### src/sv/rrcr_pkg.sv
// shared constants, codes and the token type of the request/reply correlation router
`timescale 1ns / 1ps

package rrcr_pkg;

  localparam int TABLE_ENTRIES = 16;
  localparam int ID_W          = 32;
  localparam int CNT_W         = $clog2(TABLE_ENTRIES + 1);

  // incoming message kinds
  localparam logic [2:0] REQ_PING    = 3'd0;
  localparam logic [2:0] REQ_EVENT   = 3'd1;
  localparam logic [2:0] REQ_SERVICE = 3'd2;
  localparam logic [2:0] REQ_REPLY   = 3'd3;
  localparam logic [2:0] REQ_ERROR   = 3'd4;

  // outgoing actions
  localparam logic [2:0] ACT_ACK        = 3'd0;
  localparam logic [2:0] ACT_FORWARD    = 3'd1;
  localparam logic [2:0] ACT_REPLY      = 3'd2;
  localparam logic [2:0] ACT_ERR_OWNER  = 3'd3;
  localparam logic [2:0] ACT_ERR_SOURCE = 3'd4;

  // error codes
  localparam logic [2:0] ERR_NONE        = 3'd0;
  localparam logic [2:0] ERR_INVALID     = 3'd1;
  localparam logic [2:0] ERR_ROUTE       = 3'd2;
  localparam logic [2:0] ERR_FULL        = 3'd3;
  localparam logic [2:0] ERR_DELIVERY    = 3'd4;
  localparam logic [2:0] ERR_UNSUPPORTED = 3'd5;

  typedef enum logic [1:0] {
    ST_IDLE,
    ST_EVAL,
    ST_WALK,
    ST_FINISH
  } state_t;

  // token that walks the slot chain, one cell per cycle
  typedef struct packed {
    logic            active;
    logic            store;
    logic            take;
    logic            found;
    logic [ID_W-1:0] tag;
    logic [ID_W-1:0] owner;
    logic [ID_W-1:0] hit_owner;
  } tok_t;

endpackage

### src/sv/rrcr_cell.sv
// one tracking slot: claims on a pending store, frees on a pending matching take
`timescale 1ns / 1ps

module rrcr_cell (
  input  logic             clk,
  input  logic             rst,
  input  rrcr_pkg::tok_t   tok_in,
  output rrcr_pkg::tok_t   tok_out
);

  logic                      used;
  logic [rrcr_pkg::ID_W-1:0] tag;
  logic [rrcr_pkg::ID_W-1:0] owner;
  logic                      claim;
  logic                      hit;
  rrcr_pkg::tok_t            tok_next;

  always_comb begin
    claim    = tok_in.active && tok_in.store && !used;
    hit      = tok_in.active && tok_in.take && used && (tag == tok_in.tag);
    tok_next = tok_in;
    if (claim) begin
      // a take riding with the store lands on this fresh slot: both cancel
      tok_next.store = 1'b0;
      tok_next.take  = 1'b0;
    end
    if (hit) begin
      tok_next.take      = 1'b0;
      tok_next.found     = 1'b1;
      tok_next.hit_owner = owner;
    end
  end

  always_ff @(posedge clk) begin
    if (rst) begin
      used           <= 1'b0;
      tok_out.active <= 1'b0;
    end else begin
      tok_out <= tok_next;
      if (claim && !tok_in.take) begin
        used <= 1'b1;
      end else if (hit) begin
        used <= 1'b0;
      end
    end
  end

  always_ff @(posedge clk) begin
    if (claim && !tok_in.take) begin
      tag   <= tok_in.tag;
      owner <= tok_in.owner;
    end
  end

endmodule

### src/sv/request_reply_correlation_router.sv
// top level of the request/reply correlation router with its slot chain
`timescale 1ns / 1ps

// Routes one classified broker message per transaction. Invalid packets,
// pings, events, unknown opcodes and requests rejected up front go from the
// input latch through the EVAL and FINISH states into the output register,
// after which the next message can be accepted. A service request that is
// forwarded or fails delivery, and a service reply or error, walks a token
// down a chain of TABLE_ENTRIES slot cells, one cell per cycle: its result
// reaches the output register through FINISH once the token has left the
// last cell. A reply with no matching slot produces no output transaction
// and returns to IDLE when its token leaves the chain. One message is in the
// block at a time; a finished result sits in the output register while the
// next message is accepted, and out_stall on a waiting result holds the next
// result back in FINISH. The slot table comes out of reset empty with no
// clearing pass.
module request_reply_correlation_router (
  input  logic        clk,
  input  logic        rst,
  // input channel
  input  logic        in_valid,
  output logic        in_stall,
  input  logic [2:0]  req_type,
  input  logic        packet_ok,
  input  logic [31:0] msg_corr,
  input  logic [31:0] source_id,
  input  logic [31:0] service_id,
  input  logic        delivery_ok,
  // output channel
  output logic        out_valid,
  input  logic        out_stall,
  output logic [2:0]  action,
  output logic [31:0] dest_id,
  output logic [31:0] corr_out,
  output logic [2:0]  error_code,
  output logic [31:0] handled_total,
  output logic [31:0] requests_forwarded,
  output logic [31:0] replies_forwarded
);

  localparam int N = rrcr_pkg::TABLE_ENTRIES;

  rrcr_pkg::state_t state, state_next;

  // latched input transaction
  logic [2:0]  r_type;
  logic        r_ok;
  logic [31:0] r_corr;
  logic [31:0] r_src;
  logic [31:0] r_route;
  logic        r_deliver;

  // pending result
  logic [2:0]  res_action;
  logic [31:0] res_dest;
  logic [31:0] res_corr;
  logic [2:0]  res_err;

  // counters
  logic [31:0]                handled_count;
  logic [31:0]                request_count;
  logic [31:0]                reply_count;
  logic [rrcr_pkg::CNT_W-1:0] used_count;

  // token chain, entry 0 is the launch register
  rrcr_pkg::tok_t launch;
  rrcr_pkg::tok_t chain [N+1];
  rrcr_pkg::tok_t tok_last;

  // decode of the latched transaction
  logic        ev_launch;
  logic        ev_store;
  logic        ev_take;
  logic        ev_forward;
  logic [2:0]  ev_action;
  logic [31:0] ev_dest;
  logic [31:0] ev_corr;
  logic [2:0]  ev_err;
  logic        is_take_kind;
  logic        walk_done;
  logic        out_free;

  assign chain[0] = launch;
  assign tok_last = chain[N];

  genvar gi;
  generate
    for (gi = 0; gi < N; gi++) begin : g_cell
      rrcr_cell u_cell (
        .clk     (clk),
        .rst     (rst),
        .tok_in  (chain[gi]),
        .tok_out (chain[gi+1])
      );
    end
  endgenerate

  assign is_take_kind = (r_type == rrcr_pkg::REQ_REPLY) || (r_type == rrcr_pkg::REQ_ERROR);
  assign walk_done    = tok_last.active;
  assign out_free     = !out_valid || !out_stall;

  // decode: what the message does, before any table walk
  always_comb begin
    ev_launch  = 1'b0;
    ev_store   = 1'b0;
    ev_take    = 1'b0;
    ev_forward = 1'b0;
    ev_action  = rrcr_pkg::ACT_ERR_SOURCE;
    ev_dest    = r_src;
    ev_corr    = r_corr;
    ev_err     = rrcr_pkg::ERR_NONE;
    if (!r_ok) begin
      ev_corr = '0;
      ev_err  = rrcr_pkg::ERR_INVALID;
    end else begin
      unique case (r_type)
        rrcr_pkg::REQ_PING, rrcr_pkg::REQ_EVENT: begin
          ev_action = rrcr_pkg::ACT_ACK;
        end
        rrcr_pkg::REQ_SERVICE: begin
          if (r_route == '0) begin
            ev_err = rrcr_pkg::ERR_ROUTE;
          end else if ((r_corr == '0) || (r_src == '0) ||
                       (used_count == rrcr_pkg::CNT_W'(N))) begin
            // zero ids count as no room
            ev_err = rrcr_pkg::ERR_FULL;
          end else begin
            ev_launch = 1'b1;
            ev_store  = 1'b1;
            // failed delivery frees the lowest slot with this tag again
            ev_take   = !r_deliver;
            if (r_deliver) begin
              ev_forward = 1'b1;
              ev_action  = rrcr_pkg::ACT_FORWARD;
              ev_dest    = r_route;
            end else begin
              ev_err = rrcr_pkg::ERR_DELIVERY;
            end
          end
        end
        rrcr_pkg::REQ_REPLY, rrcr_pkg::REQ_ERROR: begin
          ev_launch = 1'b1;
          ev_take   = 1'b1;
        end
        default: begin
          ev_err = rrcr_pkg::ERR_UNSUPPORTED;
        end
      endcase
    end
  end

  // next state and handshake
  always_comb begin
    state_next = state;
    in_stall   = 1'b1;
    unique case (state)
      rrcr_pkg::ST_IDLE: begin
        in_stall = 1'b0;
        if (in_valid) begin
          state_next = rrcr_pkg::ST_EVAL;
        end
      end
      rrcr_pkg::ST_EVAL: begin
        state_next = ev_launch ? rrcr_pkg::ST_WALK : rrcr_pkg::ST_FINISH;
      end
      rrcr_pkg::ST_WALK: begin
        if (walk_done) begin
          // an unmatched reply ends here without a result
          if (is_take_kind && !tok_last.found) begin
            state_next = rrcr_pkg::ST_IDLE;
          end else begin
            state_next = rrcr_pkg::ST_FINISH;
          end
        end
      end
      rrcr_pkg::ST_FINISH: begin
        if (out_free) begin
          state_next = rrcr_pkg::ST_IDLE;
        end
      end
      default: begin
        state_next = rrcr_pkg::ST_IDLE;
      end
    endcase
  end

  always_ff @(posedge clk) begin
    if (rst) begin
      state <= rrcr_pkg::ST_IDLE;
    end else begin
      state <= state_next;
    end
  end

  // input latch
  always_ff @(posedge clk) begin
    if ((state == rrcr_pkg::ST_IDLE) && in_valid) begin
      r_type    <= req_type;
      r_ok      <= packet_ok;
      r_corr    <= msg_corr;
      r_src     <= source_id;
      r_route   <= service_id;
      r_deliver <= delivery_ok;
    end
  end

  // counters and token launch
  always_ff @(posedge clk) begin
    if (rst) begin
      handled_count <= '0;
      request_count <= '0;
      reply_count   <= '0;
      used_count    <= '0;
      launch.active <= 1'b0;
    end else begin
      launch.active <= 1'b0;
      if (state == rrcr_pkg::ST_EVAL) begin
        if (r_ok) begin
          handled_count <= handled_count + 32'd1;
        end
        if (ev_forward) begin
          request_count <= request_count + 32'd1;
          used_count    <= used_count + rrcr_pkg::CNT_W'(1);
        end
        if (ev_launch) begin
          launch.active <= 1'b1;
        end
        launch.store     <= ev_store;
        launch.take      <= ev_take;
        launch.found     <= 1'b0;
        launch.tag       <= r_corr;
        launch.owner     <= r_src;
        launch.hit_owner <= '0;
      end
      if ((state == rrcr_pkg::ST_WALK) && walk_done && is_take_kind && tok_last.found) begin
        reply_count <= reply_count + 32'd1;
        used_count  <= used_count - rrcr_pkg::CNT_W'(1);
      end
    end
  end

  // pending result
  always_ff @(posedge clk) begin
    if (state == rrcr_pkg::ST_EVAL) begin
      res_action <= ev_action;
      res_dest   <= ev_dest;
      res_corr   <= ev_corr;
      res_err    <= ev_err;
    end
    if ((state == rrcr_pkg::ST_WALK) && walk_done && is_take_kind) begin
      res_action <= (r_type == rrcr_pkg::REQ_ERROR) ? rrcr_pkg::ACT_ERR_OWNER
                                                    : rrcr_pkg::ACT_REPLY;
      res_dest   <= tok_last.hit_owner;
      res_err    <= rrcr_pkg::ERR_NONE;
    end
  end

  // output register
  always_ff @(posedge clk) begin
    if (rst) begin
      out_valid <= 1'b0;
    end else if (out_free) begin
      out_valid <= (state == rrcr_pkg::ST_FINISH);
    end
  end

  always_ff @(posedge clk) begin
    if ((state == rrcr_pkg::ST_FINISH) && out_free) begin
      action             <= res_action;
      dest_id            <= res_dest;
      corr_out           <= res_corr;
      error_code         <= res_err;
      handled_total      <= handled_count;
      requests_forwarded <= request_count;
      replies_forwarded  <= reply_count;
    end
  end

`ifndef SYNTHESIS
  a_used_bounded: assert property (@(posedge clk) disable iff (rst)
    used_count <= rrcr_pkg::CNT_W'(N))
    else $error("slot count above table size");

  a_launch_follows_eval: assert property (@(posedge clk) disable iff (rst)
    (state == rrcr_pkg::ST_EVAL) && ev_launch |=> launch.active && (state == rrcr_pkg::ST_WALK))
    else $error("table walk not launched");

  a_token_in_walk: assert property (@(posedge clk) disable iff (rst)
    tok_last.active |-> (state == rrcr_pkg::ST_WALK))
    else $error("token left chain outside walk");

  a_store_placed: assert property (@(posedge clk) disable iff (rst)
    tok_last.active |-> !tok_last.store)
    else $error("store found no free slot");
`endif

endmodule
### config.mk
export PLATFORM = sky130hd
export DESIGN_NAME = request_reply_correlation_router
export DESIGN_NICKNAME = d
export VERILOG_FILES = /design/src/sv/rrcr_pkg.sv /design/src/sv/rrcr_cell.sv /design/src/sv/request_reply_correlation_router.sv
export SDC_FILE = /design/constraint.sdc
export NUM_CORES = 2
export LEC_CHECK = 0
export ABC_AREA = 1
export BUFFER_PORTS_ARGS = -buffer_cell sky130_fd_sc_hd__buf_2
export CORE_MARGIN = 3
export CORE_UTILIZATION = 45
export DETAILED_ROUTE_END_ITERATION = 12
export PLACE_DENSITY = 0.63
export SLEW_MARGIN = 20
export SYNTH_ARGS = -nofsm -noshare
export SYNTH_HDL_FRONTEND = slang
export SYNTH_HIERARCHICAL = 1
export SYNTH_SLANG_ARGS = --single-unit
export TNS_END_PERCENT = 100
### constraint.sdc
create_clock -name clk -period 9.43 [get_ports clk]
set_clock_uncertainty 0.2 [all_clocks]
set_input_delay 0.943 -clock clk [delete_from_list [all_inputs] [get_ports clk]]
set_output_delay 0.943 -clock clk [all_outputs]
set_load 0.05 [all_outputs]
==> results.toml <==
[status]
outcome = "completed"

[detailed_routing]
vias = 54800
totalWireLength_um = 208000
detail-route-antenna-nets = 0
wl_per_cell_um = 17.9
vias_per_cell = 4.70
remaining_drc_errors = 0
drt_iter0_markers = 4077
drt-pass1-iter-count = 7

[worst_setup_path]
worstPathCellList = "nor2_1 > nand3_1 > nand3b_1 > nor2_1 > nor2_1 > nand4_1 > buf_4 > inv_1 > nand2_1 > a21oi_1"
crit_required_ns = 9.93
worstSetupPathType = "flop to flop"
critical_path.max_stage_delay_ns = 0.74
end_kind = "flop"
critical_path.max_fanout = 38
r2r_setup_slack_ns = 5.60
critical_path.most_common_cell = "nor2_1"
rr_endpoint = "request_count[20]"
setup.worst_path.start_class = "flop"
critPathSlowestCell = "nor2_1"
worstPathArrival_ns = 4.33
rr_startpoint = "r_corr[9]"
worstRegToRegCells = 10

[synthesis]
syn_inst = 7461
yosysWarnings = 6
synth_area_per_cell_um2 = 15.2
syn-cell-area_mm2 = 0.114

[timing]
setup_viol = 0
tightest_slew_ns = 1.11
min_period_ns = 3.83
final_max_slew_viol_count = 0
tns_ns = 0
rsz0062_at_grt = "false"
max_freq_ghz = 0.261
final-hold-violation-count = 0
maxSlewHeadroom = 0.261
fin_crit_sh = 0.406
fin_ws_ns = 5.60

[die]
chipHeight_um = 509
row_count = 183
ios = 273
die_area_mm2 = 0.259
die_width_um = 509
design.core.area_mm2 = 0.250
start_util = 0.455

[clock_network]
cts_tree = "yes"
clk_pin_slew_ns = 0.06
clock_path_buffers = 4
clk_latency_ns = 0.94
cts_buffers = 328
root_buffer = "clkbuf_16"
htreeDepth = 5
clock-sinks = 3082

[placement]
portBuffers = 272
hpwl_um = 140000
place_congestion = 0.818
dp_slack_ns = 5.46

[min_path]
hold_depth = 1
hp-start = "service_id[1]"
whs_endpoint = "r_route[1]"
min_path_type = "input port to flop"

[global_routing]
antenna_found_initial = 7
met1_usage = 0.222
grt_pass1_vias = 54900
grt_max_degree = 81
grt_busiest_layer = "met2"
grt_util_all_layers = 0.162
overflow = 0
grtUsageMet3 = 0.0372
grt_pass1_wl_um = 325000
met2_usage = 0.256

[layout]
layout-drive-gt1-share = 0.159
fillerInstances = 20300
fin_util = 0.520
area_growth_pct = 14.4
layout_commonest_cell = "edfxtp_1"
final_cell_mix = "edfxtp_1, nor2_1, inv_1"
finalNetCount = 8199

[power]
p_leak_nw = 47.1
p_per_area_mw_per_mm2 = 226
peakVddDrop_mv = 0.167

[run]
maxCapViolCount = 0
[worst max path at each step]
stage,from,end,slack (ns)
floorplan,out_stall,action[0],3.31
global placement,rst,g_cell[6].u_cell/tok_out[72],5.51
detailed placement,rst,g_cell[6].u_cell/tok_out[72],5.46
CTS,r_corr[5],request_count[20],5.52
global route,r_corr[9],request_count[8],5.34
finish,r_corr[9],request_count[20],5.60
[repair_timing]
| action | in CTS | in global routing |
|---|---|---|
| hold buffers | 95 | 0 |
| buffers inserted | 0 | 0 |
| gates resized for setup | 0 | 0 |
| endpoints found under the hold margin | 95 | 0 |
| setup endpoints to repair | 0 | 0 |
[area by class of cell]
class	count	area (µm²)	area share
Inverter	946	3580	0.0275
Tap cell	3330	4170	0.0320
Multi-Input combinational cell	3310	18300	0.141
Timing Repair Buffer	419	2730	0.0210
Clock inverter	148	1290	0.00991
Sequential cell	3082	91100	0.701
Clock buffer	419	8820	0.0678
Antenna cell	2	5.00	0.0000385
[state kept, by name (all words and copies together), names as in the netlist, 67 cells and up]
register and flops:
g_cell.u_cell/tag 512, chain 67, g_cell.u_cell/owner 512, g_cell.u_cell/tok_out 1534
[metrics by stage]
step | area [µm²] | std cells | power [W] | hold WS (ns)
floorplan | 114000 | 7493 | 0.0171 | 0.200
global placement | 119000 | 11000 | 0.0176 | 0.201
detailed placement | 119000 | 11000 | 0.0176 | 0.205
CTS | 130000 | 11700 | 0.0298 | 0.00184
global route | 130000 | 11700 | 0.0305 | 0.0190
finish | 130000 | 11700 | 0.0294 | 0.0851
[power breakdown]
part	internal [W]	leakage, nW	total, W	switching (W)
registers	0.0158	28.9	0.0162	0.000386
clock network	0.00717	4.95	0.0121	0.00493
logic	0.000300	13.3	0.00117	0.000871
[per-layer routing]
metal | up-vias | part of all wire | wire length [µm]
met5 | - | 0.000053 | 11
met4 | 2 | 0.030 | 6180
met3 | 351 | 0.059 | 12200
met2 | 1135 | 0.47 | 97800
met1 | 26400 | 0.44 | 92200
li1 | 26900 | - | -
[critical path, delay by kind of cell, from the launching register on]
kind / cells / cell delay [ns]
compound gates: 1 / 0.09
buf+inv: 2 / 1.01
flops: 1 / 0.44
simple gates: 7 / 1.80
Power figures use the tool's default switching activity.
